[config.mk]
export PLATFORM = sky130hd
export DESIGN_NAME = pid_controller_antiwindup_unit_flat
export DESIGN_NICKNAME = d
export VERILOG_FILES = /design/src/hdl/pidaw_pkg.sv /design/src/hdl/pidaw_if.sv /design/src/hdl/pid_controller_antiwindup_unit.sv /design/src/hdl/pidaw_seq.sv /design/src/hdl/pidaw_dp.sv /design/src/flat_wrapper.sv
export SDC_FILE = /design/constraint.sdc
export NUM_CORES = 2
export LEC_CHECK = 0
export BUFFER_PORTS_ARGS = -buffer_cell sky130_fd_sc_hd__buf_2
export CAP_MARGIN = 20
export CORE_ASPECT_RATIO = 1.1
export CORE_MARGIN = 2
export CORE_UTILIZATION = 30
export CTS_CLUSTER_DIAMETER = 200
export DETAILED_ROUTE_END_ITERATION = 16
export GPL_ROUTABILITY_DRIVEN = 0
export SLEW_MARGIN = 20
export SYNTH_ARGS = -nofsm -noshare
export SYNTH_HDL_FRONTEND = slang
export SYNTH_SLANG_ARGS = --single-unit
[constraint.sdc]
create_clock -name clk -period 12.5 [get_ports clk]
set_input_delay 2.5 -clock clk [delete_from_list [all_inputs] [get_ports clk]]
set_output_delay 2.5 -clock clk [all_outputs]
set_load 0.01 [all_outputs]
[src/hdl/pidaw_pkg.sv]
package pidaw_pkg;

  localparam int DATA_W   = 32;
  localparam int QBITS_DEF = 16;
  localparam int CFG_IDX_W = 3;
  localparam int PC_W      = 4;

  // Register map of the configuration port.
  typedef enum logic [CFG_IDX_W-1:0] {
    CFG_GAIN_PROP   = 3'd0,
    CFG_GAIN_INTEG  = 3'd1,
    CFG_GAIN_DERIV  = 3'd2,
    CFG_GAIN_WINDUP = 3'd3,
    CFG_OUT_LOWER   = 3'd4,
    CFG_OUT_UPPER   = 3'd5,
    CFG_DERIV_EN    = 3'd6
  } cfg_idx_t;

  // Operand pair fed to the shared multiplier.
  typedef enum logic [2:0] {
    MUL_NONE,
    MUL_ERR_KP,
    MUL_P_KI,
    MUL_KW_SAT,
    MUL_KD_DIFF
  } mul_sel_t;

  // Register transfer done by the adder and clamp logic.
  typedef enum logic [3:0] {
    ALU_NOP,
    ALU_LOAD_P,
    ALU_DIFF,
    ALU_ACC_INT,
    ALU_INT_UPD,
    ALU_SUM,
    ALU_ADD_D,
    ALU_CLAMP,
    ALU_CLEAR
  } alu_op_t;

  typedef struct packed {
    mul_sel_t        mul;
    alu_op_t         alu;
    logic            jump_pi;  // jump to target when the derivative term is off
    logic [PC_W-1:0] target;
    logic            emit;     // final step: writes the result word
  } cw_t;

  // Sequencer to datapath.
  typedef struct packed {
    logic    exec;
    logic    load_in;
    mul_sel_t mul;
    alu_op_t alu;
  } ctl_t;

  // Datapath to sequencer.
  typedef struct packed {
    logic deriv_en;
    logic out_full;
  } stat_t;

  localparam logic [PC_W-1:0] PC_START = 4'd0;
  localparam logic [PC_W-1:0] PC_CLAMP = 4'd7;
  localparam logic [PC_W-1:0] PC_CLEAR = 4'd8;

  typedef enum logic {
    SEQ_IDLE,
    SEQ_RUN
  } seq_state_t;

  // Microprogram. A product is registered by the step that selects its operands
  // and read by a later step; steps 3 and 4 multiply while adding the last product.
  function automatic cw_t ucode(input logic [PC_W-1:0] pc);
    cw_t w;
    w = '{mul: MUL_NONE, alu: ALU_NOP, jump_pi: 1'b0, target: PC_START, emit: 1'b0};
    case (pc)
      4'd0: w.mul = MUL_ERR_KP;
      4'd1: w.alu = ALU_LOAD_P;
      4'd2: begin
        w.mul = MUL_P_KI;
        w.alu = ALU_DIFF;
      end
      4'd3: begin
        w.mul = MUL_KW_SAT;
        w.alu = ALU_ACC_INT;
      end
      4'd4: begin
        w.mul = MUL_KD_DIFF;
        w.alu = ALU_INT_UPD;
      end
      4'd5: begin
        w.alu     = ALU_SUM;
        w.jump_pi = 1'b1;
        w.target  = PC_CLAMP;
      end
      4'd6: w.alu = ALU_ADD_D;
      4'd7: begin
        w.alu  = ALU_CLAMP;
        w.emit = 1'b1;
      end
      4'd8: begin
        w.alu  = ALU_CLEAR;
        w.emit = 1'b1;
      end
      default: begin
        w.alu  = ALU_CLEAR;
        w.emit = 1'b1;
      end
    endcase
    return w;
  endfunction

endpackage

[src/hdl/pidaw_if.sv]
interface pidaw_in_if;
  logic                      valid;
  logic                      ready;
  logic                      cmd;
  logic signed [32-1:0]      error_in;

  modport source(output valid, output cmd, output error_in, input ready);
  modport sink(input valid, input cmd, input error_in, output ready);
endinterface

interface pidaw_out_if;
  logic                      valid;
  logic                      ready;
  logic signed [32-1:0]      drive_out;
  logic                      clamp_high;
  logic                      clamp_low;

  modport source(output valid, output drive_out, output clamp_high, output clamp_low,
                 input ready);
  modport sink(input valid, input drive_out, input clamp_high, input clamp_low,
               output ready);
endinterface

[src/hdl/pid_controller_antiwindup_unit.sv]
// Fixed-point PID controller with back-calculation anti-windup. Each input
// word carries an error sample (or, with cmd set, a clear request) and gives
// exactly one result word: the clamped drive and two flags telling whether the
// upper or the lower limit was hit. Products are taken at 32 x 32 bits, shifted
// right arithmetically by QBITS and cut to 32 bits; every sum wraps. The block
// works on one word at a time under a small microprogram that steers a single
// shared multiplier and its product register. A control step runs eight
// microcode steps, four of them multiplications, and returns to idle before
// the next word can be taken; in PI mode the step that adds the derivative
// term is skipped, and a clear runs a single step. The result sits in an
// output register, so it may wait for the consumer while the next word is
// already accepted; the final microcode step holds only if an older result is
// still unread. Gains and limits are written through the configuration port;
// the user must do so only while the block is idle, which the block does not
// enforce, and they take effect with the next word. After reset the gains are
// zero, the limits span the full range and the derivative term is enabled.
module pid_controller_antiwindup_unit #(
  parameter int QBITS = pidaw_pkg::QBITS_DEF
) (
  input  logic                                clk,
  input  logic                                rst_n,
  pidaw_in_if.sink                            in_ch,
  pidaw_out_if.source                         out_ch,
  input  logic                                cfg_we,
  input  logic [pidaw_pkg::CFG_IDX_W-1:0]     cfg_index,
  input  logic [pidaw_pkg::DATA_W-1:0]        cfg_wdata
);
  import pidaw_pkg::*;

  ctl_t  ctl;
  stat_t stat;
  logic  in_ready;

  assign in_ch.ready = in_ready;

  // Step counter and microcode table.
  pidaw_seq u_seq (
    .clk      (clk),
    .rst_n    (rst_n),
    .in_valid (in_ch.valid),
    .in_cmd   (in_ch.cmd),
    .in_ready (in_ready),
    .stat     (stat),
    .ctl      (ctl)
  );

  // Multiplier, adder, clamp, state and configuration registers.
  pidaw_dp #(
    .QBITS (QBITS)
  ) u_dp (
    .clk       (clk),
    .rst_n     (rst_n),
    .ctl       (ctl),
    .stat      (stat),
    .in_error  (in_ch.error_in),
    .cfg_we    (cfg_we),
    .cfg_index (cfg_index),
    .cfg_wdata (cfg_wdata),
    .out_valid (out_ch.valid),
    .out_ready (out_ch.ready),
    .out_drive (out_ch.drive_out),
    .out_high  (out_ch.clamp_high),
    .out_low   (out_ch.clamp_low)
  );

endmodule

[src/hdl/pidaw_seq.sv]
module pidaw_seq (
  input  logic             clk,
  input  logic             rst_n,
  input  logic             in_valid,
  input  logic             in_cmd,
  output logic             in_ready,
  input  pidaw_pkg::stat_t stat,
  output pidaw_pkg::ctl_t  ctl
);
  import pidaw_pkg::*;

  seq_state_t      state_r, state_nxt;
  logic [PC_W-1:0] pc_r, pc_nxt;
  cw_t             cw;
  logic            stall;

  always_ff @(posedge clk) begin
    if (!rst_n) begin
      state_r <= SEQ_IDLE;
      pc_r    <= PC_START;
    end else begin
      state_r <= state_nxt;
      pc_r    <= pc_nxt;
    end
  end

  always_comb begin
    cw          = ucode(pc_r);
    in_ready    = (state_r == SEQ_IDLE);
    // The final step waits while the result register still holds a word.
    stall       = cw.emit && stat.out_full;
    state_nxt   = state_r;
    pc_nxt      = pc_r;
    ctl.exec    = 1'b0;
    ctl.load_in = 1'b0;
    ctl.mul     = cw.mul;
    ctl.alu     = cw.alu;
    case (state_r)
      SEQ_IDLE: begin
        if (in_valid) begin
          ctl.load_in = 1'b1;
          state_nxt   = SEQ_RUN;
          pc_nxt      = in_cmd ? PC_CLEAR : PC_START;
        end
      end
      SEQ_RUN: begin
        if (!stall) begin
          ctl.exec = 1'b1;
          if (cw.emit) begin
            state_nxt = SEQ_IDLE;
          end else if (cw.jump_pi && !stat.deriv_en) begin
            pc_nxt = cw.target;
          end else begin
            pc_nxt = pc_r + 1'b1;
          end
        end
      end
      default: state_nxt = SEQ_IDLE;
    endcase
  end

endmodule

[src/hdl/pidaw_dp.sv]
module pidaw_dp #(
  parameter int QBITS = pidaw_pkg::QBITS_DEF
) (
  input  logic                                clk,
  input  logic                                rst_n,
  input  pidaw_pkg::ctl_t                     ctl,
  output pidaw_pkg::stat_t                    stat,
  input  logic signed [pidaw_pkg::DATA_W-1:0] in_error,
  input  logic                                cfg_we,
  input  logic [pidaw_pkg::CFG_IDX_W-1:0]     cfg_index,
  input  logic [pidaw_pkg::DATA_W-1:0]        cfg_wdata,
  output logic                                out_valid,
  input  logic                                out_ready,
  output logic signed [pidaw_pkg::DATA_W-1:0] out_drive,
  output logic                                out_high,
  output logic                                out_low
);
  import pidaw_pkg::*;

  // Configuration registers.
  logic signed [DATA_W-1:0] kp_r, ki_r, kd_r, kw_r, lower_r, upper_r;
  logic                     deriv_en_r;

  // Controller state kept between items.
  logic signed [DATA_W-1:0] integ_r, sat_r, prev_r;

  // Working registers of one step.
  logic signed [DATA_W-1:0]   err_r, p_r, diff_r, acc_r;
  logic signed [2*DATA_W-1:0] prod_r;
  logic signed [DATA_W-1:0]   drive_r;
  logic                       high_r, low_r, out_valid_r;

  logic signed [DATA_W-1:0] mul_a, mul_b, q, drive_nxt;
  logic                     high_nxt, low_nxt;
  logic                     load_out;

  always_comb begin
    case (ctl.mul)
      MUL_ERR_KP:  begin mul_a = err_r; mul_b = kp_r;   end
      MUL_P_KI:    begin mul_a = p_r;   mul_b = ki_r;   end
      MUL_KW_SAT:  begin mul_a = kw_r;  mul_b = sat_r;  end
      MUL_KD_DIFF: begin mul_a = kd_r;  mul_b = diff_r; end
      default:     begin mul_a = err_r; mul_b = kp_r;   end
    endcase
  end

  // Arithmetic shift right by QBITS, then keep the low word.
  assign q = prod_r[QBITS+DATA_W-1:QBITS];

  // The final step of a control step or a clear writes the result register.
  assign load_out = ctl.exec && ((ctl.alu == ALU_CLAMP) || (ctl.alu == ALU_CLEAR));

  // Upper limit is tested first, so crossed limits give the upper one.
  always_comb begin
    high_nxt  = 1'b0;
    low_nxt   = 1'b0;
    drive_nxt = acc_r;
    if (acc_r > upper_r) begin
      drive_nxt = upper_r;
      high_nxt  = 1'b1;
    end else if (acc_r < lower_r) begin
      drive_nxt = lower_r;
      low_nxt   = 1'b1;
    end
  end

  always_ff @(posedge clk) begin
    if (!rst_n) begin
      kp_r        <= '0;
      ki_r        <= '0;
      kd_r        <= '0;
      kw_r        <= '0;
      lower_r     <= {1'b1, {(DATA_W-1){1'b0}}};
      upper_r     <= {1'b0, {(DATA_W-1){1'b1}}};
      deriv_en_r  <= 1'b1;
      integ_r     <= '0;
      sat_r       <= '0;
      prev_r      <= '0;
      out_valid_r <= 1'b0;
    end else begin
      if (cfg_we) begin
        case (cfg_index)
          CFG_GAIN_PROP:   kp_r       <= cfg_wdata;
          CFG_GAIN_INTEG:  ki_r       <= cfg_wdata;
          CFG_GAIN_DERIV:  kd_r       <= cfg_wdata;
          CFG_GAIN_WINDUP: kw_r       <= cfg_wdata;
          CFG_OUT_LOWER:   lower_r    <= cfg_wdata;
          CFG_OUT_UPPER:   upper_r    <= cfg_wdata;
          CFG_DERIV_EN:    deriv_en_r <= cfg_wdata[0];
          default: ;
        endcase
      end
      if (load_out) begin
        out_valid_r <= 1'b1;
      end else if (out_valid_r && out_ready) begin
        out_valid_r <= 1'b0;
      end
      if (ctl.exec) begin
        case (ctl.alu)
          ALU_INT_UPD: integ_r <= acc_r + q;
          ALU_ADD_D:   prev_r  <= p_r;
          ALU_CLAMP:   sat_r   <= drive_nxt - acc_r;
          ALU_CLEAR: begin
            integ_r <= '0;
            sat_r   <= '0;
            prev_r  <= '0;
          end
          default: ;
        endcase
      end
    end
  end

  // The product register only changes on steps that start a multiplication,
  // so a product survives a step without one.
  always_ff @(posedge clk) begin
    if (ctl.load_in) begin
      err_r <= in_error;
    end
    if (ctl.exec) begin
      if (ctl.mul != MUL_NONE) begin
        prod_r <= mul_a * mul_b;
      end
      case (ctl.alu)
        ALU_LOAD_P:  p_r    <= q;
        ALU_DIFF:    diff_r <= p_r - prev_r;
        ALU_ACC_INT: acc_r  <= integ_r + q;
        ALU_SUM:     acc_r  <= p_r + integ_r;
        ALU_ADD_D:   acc_r  <= acc_r + q;
        ALU_CLAMP: begin
          drive_r <= drive_nxt;
          high_r  <= high_nxt;
          low_r   <= low_nxt;
        end
        ALU_CLEAR: begin
          drive_r <= '0;
          high_r  <= 1'b0;
          low_r   <= 1'b0;
        end
        default: ;
      endcase
    end
  end

  assign stat.deriv_en = deriv_en_r;
  assign stat.out_full = out_valid_r && !out_ready;
  assign out_valid     = out_valid_r;
  assign out_drive     = drive_r;
  assign out_high      = high_r;
  assign out_low       = low_r;

endmodule

[src/flat_wrapper.sv]
// flat-port wrapper written by rule: the top's interface ports become plain ports
module pid_controller_antiwindup_unit_flat import pidaw_pkg::*;
#(
  parameter int QBITS = pidaw_pkg::QBITS_DEF
)
  (clk, rst_n, cfg_we, cfg_index, cfg_wdata, in_ch_valid, in_ch_cmd, in_ch_error_in, in_ch_ready, out_ch_valid, out_ch_drive_out, out_ch_clamp_high, out_ch_clamp_low, out_ch_ready);
  pidaw_in_if in_ch_i ();
  pidaw_out_if out_ch_i ();
  input  logic clk;
  input  logic rst_n;
  input  logic cfg_we;
  input  logic [pidaw_pkg::CFG_IDX_W-1:0] cfg_index;
  input  logic [pidaw_pkg::DATA_W-1:0] cfg_wdata;
  input wire logic [$bits(in_ch_i.valid)-1:0] in_ch_valid;
  input wire logic [$bits(in_ch_i.cmd)-1:0] in_ch_cmd;
  input wire logic [$bits(in_ch_i.error_in)-1:0] in_ch_error_in;
  output wire logic [$bits(in_ch_i.ready)-1:0] in_ch_ready;
  output wire logic [$bits(out_ch_i.valid)-1:0] out_ch_valid;
  output wire logic [$bits(out_ch_i.drive_out)-1:0] out_ch_drive_out;
  output wire logic [$bits(out_ch_i.clamp_high)-1:0] out_ch_clamp_high;
  output wire logic [$bits(out_ch_i.clamp_low)-1:0] out_ch_clamp_low;
  input wire logic [$bits(out_ch_i.ready)-1:0] out_ch_ready;
  assign in_ch_i.valid = in_ch_valid;
  assign in_ch_i.cmd = in_ch_cmd;
  assign in_ch_i.error_in = in_ch_error_in;
  assign in_ch_ready = in_ch_i.ready;
  assign out_ch_valid = out_ch_i.valid;
  assign out_ch_drive_out = out_ch_i.drive_out;
  assign out_ch_clamp_high = out_ch_i.clamp_high;
  assign out_ch_clamp_low = out_ch_i.clamp_low;
  assign out_ch_i.ready = out_ch_ready;
  pid_controller_antiwindup_unit #(.QBITS(QBITS)) u_core (.clk(clk), .rst_n(rst_n), .in_ch(in_ch_i), .out_ch(out_ch_i), .cfg_we(cfg_we), .cfg_index(cfg_index), .cfg_wdata(cfg_wdata));
endmodule
======== After elaboration in Yosys (flattened, before gate mapping) ========
Cells that the tools add are included.
operators by class
  add/subtract/negate cells ............... 6
  $mul .................................... 1
  order comparisons ....................... 2
  equality and inequality tests ........... 27
  multiplexer cells ....................... 33
  bitwise operators ....................... 1
  reduce and logical (&&, ||, !) cells .... 32
operators with widths
  kind                count
  $pmux 32 s3         3
  $pmux 32 s2         4
  $add 32x32->32      3
  $mux 32             2
  $sub 32x32->32      2
  $mul 32x32->48      1
  $eq 4x3->1 const B  8
  $gt 32x32->1        1
  $lt 32x32->1        1
  $pmux 4 s8          1
  $reduce_and 2->1    14
  $mux 4              5
  $eq 4x2->1 const B  4
  $eq 3x2->1 const B  4
  $eq 3x3->1 const B  4
  $mux 1              12
  $pmux 3 s4          1
  $eq 4x1->1 const B  2
  $pmux 4 s2          1
  $reduce_bool 2->1   4
  $reduce_or 7->1     1
  $ne 2x2->1 const B  3
  $pmux 1 s2          3
  $reduce_bool 3->1   2
  11 further kinds    16
word-level totals
  flip-flop bits (word level) ............. 505
  bits of input ports ..................... 73
  output and inout bits ................... 36
  logic and storage cells ................. 123

======== Longest topological paths before layout ========
  depth after elaboration ................. 8
  depth in mapped cells ................... 41
  mapped depth without buffers ............ 33

======== Hierarchy ========
From an unflattened synthesis, not the netlist that was laid out.
second synthesis, totals
  cells, all modules ...................... 6,123
  area, all modules ....................... 55,478.2 um^2
modules (own cells, without submodules)
  module     instances  cells an instance  area an instance (um^2)  sequential area each (um^2)
  pidaw_dp   1          6,072              55,066.6                 11,631.2
  pidaw_seq  1          51                 411.6                    100.1

======== Worst setup path before layout ========
No wires, ideal clock.
  path kind ............................... flip-flop to flip-flop
  start point ............................. reg u_core.u_seq.pc_r[0]
  end point ............................... reg u_core.u_dp.prod_r[34] (data pin)
  setup time .............................. 0.259 ns
  arrival time ............................ 9.345 ns
  data required time ...................... 12.241 ns
  slack ................................... 2.896 ns
  cell stages (with the launch flop) ...... 37
  path buffers ............................ 7
  period minus slack after synthesis ...... 9.604 ns
  cell sequence ........................... dfxtp_1 clkbuf_1 inv_1 ha_1 a21oi_1 nor3_1 buf_2 buf_2 buf_2 buf_2 buf_1 a22o_1 a221oi_1 clkbuf_1 nor2_1 fa_1 fa_1 inv_1 fa_1 fa_1 fa_1 inv_1 fa_1 fa_1 fa_1 ha_1 a21o_1 a21oi_1 nor2b_1 a311oi_1 o21ai_0 or2_1 a31oi_2 o21ai_1 a21o_1 a21oi_1 xnor2_1
between the ends
  cells in the longest elaborated chain, start to end .. 5
  elaborated cells on any way between the ends .. 11
  classes of those cells .................. 1 x mul; 6 x eq/ne; 3 x mux; 1 x reduce/logical
ends and longest elaborated chain
  what                                             RTL line         text
  from (decl)                                      pidaw_seq.sv:13  logic [PC_W-1:0] pc_r, pc_nxt;
  from (signal assigned)                           pidaw_seq.sv:23  pc_r <= pc_nxt;
  $eq 4x3->1, or another cell as far along         pidaw_pkg.sv:77  case (pc)
  $pmux 3 s4 *                                     pidaw_pkg.sv:77
  $eq 3x3->1 / $eq 3x2->1 (equally long branches)  pidaw_dp.sv:38   case (ctl.mul)
  $pmux 32 s3                                      pidaw_dp.sv:38
  $mul 32x32->48 *                                 pidaw_dp.sv:122  prod_r <= mul_a * mul_b;
  to (signal assigned)                             pidaw_dp.sv:122
  to (decl)                                        pidaw_dp.sv:29   logic signed [2*DATA_W-1:0] prod_r;
Mark *: on every way between the ends. The rest lies on a longest branch, timed or not.
A chain may end at the register's enable or synchronous reset.

======== Worst setup path in the final report ========
  start point ............................. reg u_core.u_seq.pc_r[0]
  end point ............................... reg u_core.u_dp.prod_r[47] (data pin)
The elaborated chain is that of the path after synthesis.

==> impl_metrics.yaml <==
power:
  powerDensity_mw_per_mm2: 93.9
  internal-power_w: 0.00360
  clkPwrFrac: 0.327
  switching_share: 0.372
  net-switching-power_w: 0.00213
  combPwrFrac: 0.332
  seq_power_share: 0.340
  ir_drop_mv: 0.144
  p_leak_nw: 26.4
clock_network:
  cts_buffer_depth: 3
  cts-buffers-inserted: 57
  clock-root-buffer: "clkbuf_16"
  postCtsHoldBufs: 0
  insertion_delay_ns: 0.71
  clk_pin_slew_ns: 0.06
  postCtsSetupRepairBufs: 0
  clkSinkCount: 489
  ctsResizeCount: 0
  cts_tree: "yes"
  htreeDepth: 2
die:
  die_x_um: 413
  start_util: 0.301
  num_rows: 165
  core_area_mm2: 0.183
  die_y_um: 454
  io_pins: 109
  die-area_mm2: 0.187
timing:
  slew_violations: 0
  grt_setup_unrepaired: "no"
  tns_ns: 0
  hold_viol: 0
  slew_headroom: 0.163
  setup_viol_count_final: 0
  fin_skew_ns: 0.0567
  post-route-period-util: 0.893
  fmax_ghz: 0.0896
  min_period_ns: 11.16
  tightestPinTransition_ns: 1.26
final_layout:
  num-nets-final: 7351
  drive_gt1_frac: 0.0723
  fillers: 18800
  fin_util: 0.333
  area_delta_synth_final_pct: 10.5
flow_run:
  maxCapViolations: 0
global_routing:
  grt_pass1_vias: 45700
  grt_use_total: 0.206
  grt_overflow: 0
  grt_max_degree: 112
  grt_pass1_wl_um: 290000
  antenna_found_initial: 7
worst_setup_path:
  crit_type: "reg2reg"
  cp.arrival_ns: 11.60
  worst-path-max-fanout: 37
  cp_slowest_cell: "a221o_1"
  critPathLaunchType: "flip-flop"
  crit_path_max_incr_delay_ns: 0.96
  reg2reg_slack_ns: 1.34
  crit_required_ns: 12.94
  cp-end-kind: "flip-flop"
yosys:
  synth-seq-area-share: 0.213
  syn_avg_cell_area_um2: 9.07
  synth-seq-cells: 489
  yosysUniqueCellTypes: 79
  syn_inst: 6088
  synth_edf_count: 194
  yosys_warnings: 0
  async_flop_share: 0
  syn-num-nets: 7357
  synth_ff_type: "dfxtp_1"
  netlist_area_mm2: 0.0552
run_status:
  outcome: "complete, no violations"
routing:
  vias_per_cell: 5.21
  drt_iter0_markers: 3988
  wl_um: 193000
  antenna_left: 0
  vias: 44600
  wl_per_cell_um: 22.6
  firstDrtPassIters: 6
  route.detailed.drc: 0
placed_design:
  port_buffers: 108
  dp_hpwl_um: 151000
hold_path:
  hp-class: "reg2reg"
-- path summary, 6_finish.rpt --
check / end / start / cells after the start
min: u_core.u_dp.prev_r[20] / u_core.u_dp.prev_r[20] / 2
max reg2reg: u_core.u_dp.prod_r[47] / u_core.u_seq.pc_r[0] / 33
max: u_core.u_dp.prod_r[47] / u_core.u_seq.pc_r[0] / 33
min reg2reg: u_core.u_dp.prev_r[20] / u_core.u_dp.prev_r[20] / 2
-- power groups by stage --
| stage | clock (W) | sequential (W) | combinational, W |
|---|---|---|---|
| after CTS | 0.00191 | 0.00194 | 0.00189 |
| after global placement | 0 | 0.00197 | 0.00184 |
| after floorplan | 0 | 0.00189 | 0.00125 |
| after detailed placement | 0 | 0.00197 | 0.00185 |
| after global routing | 0.00196 | 0.00195 | 0.00208 |
| final | 0.00187 | 0.00195 | 0.00190 |
-- critical path: cells and delay by family (launching register included) --
family / cells / cell delay, ns
adders and majority gates: 10 / 4.12
AOI/OAI and AO/OA: 11 / 3.82
and+or+nand+nor: 4 / 1.55
buffers and inverters: 7 / 0.77
DFF: 1 / 0.53
xor gates and xnor gates: 1 / 0.09
-- registers in the layout (all words and copies together) (netlist names) --
name	flops
u_core.u_dp.integ_r	32
u_core.u_dp.out_valid	1
u_core.u_dp.kw_r	32
u_core.u_dp.p_r	32
u_core.u_dp.sat_r	32
u_core.u_dp.out_high	1
u_core.u_dp.out_drive	32
u_core.u_seq.pc_r	4
u_core.u_dp.upper_r	32
u_core.u_dp.kp_r	32
u_core.u_dp.err_r	32
u_core.u_dp.deriv_en_r	1
u_core.u_dp.out_low	1
u_core.u_dp.prev_r	32
u_core.u_dp.prod_r	32
u_core.u_dp.ki_r	32
u_core.u_dp.kd_r	32
u_core.u_dp.diff_r	32
u_core.u_seq.state_r	1
u_core.u_dp.lower_r	32
u_core.u_dp.acc_r	32
-- layer usage --
| layer | track usage | share of wire | wire length (um) |
|---|---|---|---|
| met5 | 0 | 0.000067 | 13 |
| met4 | 0.0882 | 0.048 | 9370 |
| met3 | 0.0430 | 0.095 | 18400 |
| met2 | 0.324 | 0.45 | 86100 |
| met1 | 0.272 | 0.41 | 79400 |
-- through the flow --
| step | hold WS (ns) | instance area, um^2 | worst slack, ns | total power, W | cells |
|---|---|---|---|---|---|
| 2_1_floorplan | 0.435 | 55200 | 2.90 | 0.00315 | 6088 |
| 3_3_place_gp | 0.451 | 58900 | 1.64 | 0.00381 | 8441 |
| 3_5_place_dp | 0.458 | 58900 | 1.52 | 0.00383 | 8443 |
| 4_1_cts | 0.467 | 61000 | 1.53 | 0.00573 | 8550 |
| 5_1_grt | 0.483 | 61000 | 0.838 | 0.00599 | 8552 |
| 6_report | 0.464 | 61000 | 1.34 | 0.00573 | 8554 |
-- cells in the final DEF, fill, tap and decap left out, drive strengths merged, types with 45 or more instances in the layout --
master / count
nor2: 625
a22o: 66
edfxtp: 194
nor3: 45
nor2b: 81
and2: 49
buf: 229
a221oi: 62
fa: 842
clkbuf: 79
xnor2: 134
a21o: 84
dfxtp: 295
o21ai: 131
a21boi: 203
a21oi: 208
inv: 958
nand3: 76
nand2: 931
o211ai: 45
ha: 354
a221o: 64
-- kinds of logic (layout without fill, tap and decap cells) --
kind of cell | after synthesis | count (layout) | share of synthesized area
compound gates | 1035 | 1035 | 0.137
xor+xnor | 178 | 178 | 0.0284
fa+ha+maj | 1196 | 1196 | 0.386
buf+inv | 1246 | 1288 | 0.0857
flops | 489 | 489 | 0.213
mux | 35 | 35 | 0.00700
other cells | 0 | 3 | 0
simple gates | 1909 | 1909 | 0.144
-- synthesized netlist by cell type, types with 45 or more instances --
master	number	area, um^2
clkbuf_1	254	953
a221o_1	64	641
inv_1	951	3570
o211ai_1	45	338
nand2_1	931	3490
ha_1	354	4430
o21ai_0	125	626
and2_1	49	307
nor2_1	623	2340
fa_1	842	16900
a21o_1	84	631
nand3_1	76	380
a22o_1	66	578
nor2b_1	81	507
edfxtp_1	194	5830
dfxtp_1	295	5910
a21boi_0	203	1520
a21oi_1	208	1040
xnor2_1	133	1160
-- area by class of cell --
cell class | count | area [um^2] | share of cell area
diodes | 3 | 7.51 | 0.000123
clock buffers | 79 | 1660 | 0.0273
clock inverters | 28 | 389 | 0.00638
inverters | 952 | 3570 | 0.0586
multi-input cells | 4353 | 39100 | 0.641
flip-flops and latches | 489 | 11700 | 0.192
well taps | 2421 | 3030 | 0.0497
repair buffers | 229 | 1500 | 0.0245
Power figures use the tool's default switching activity.
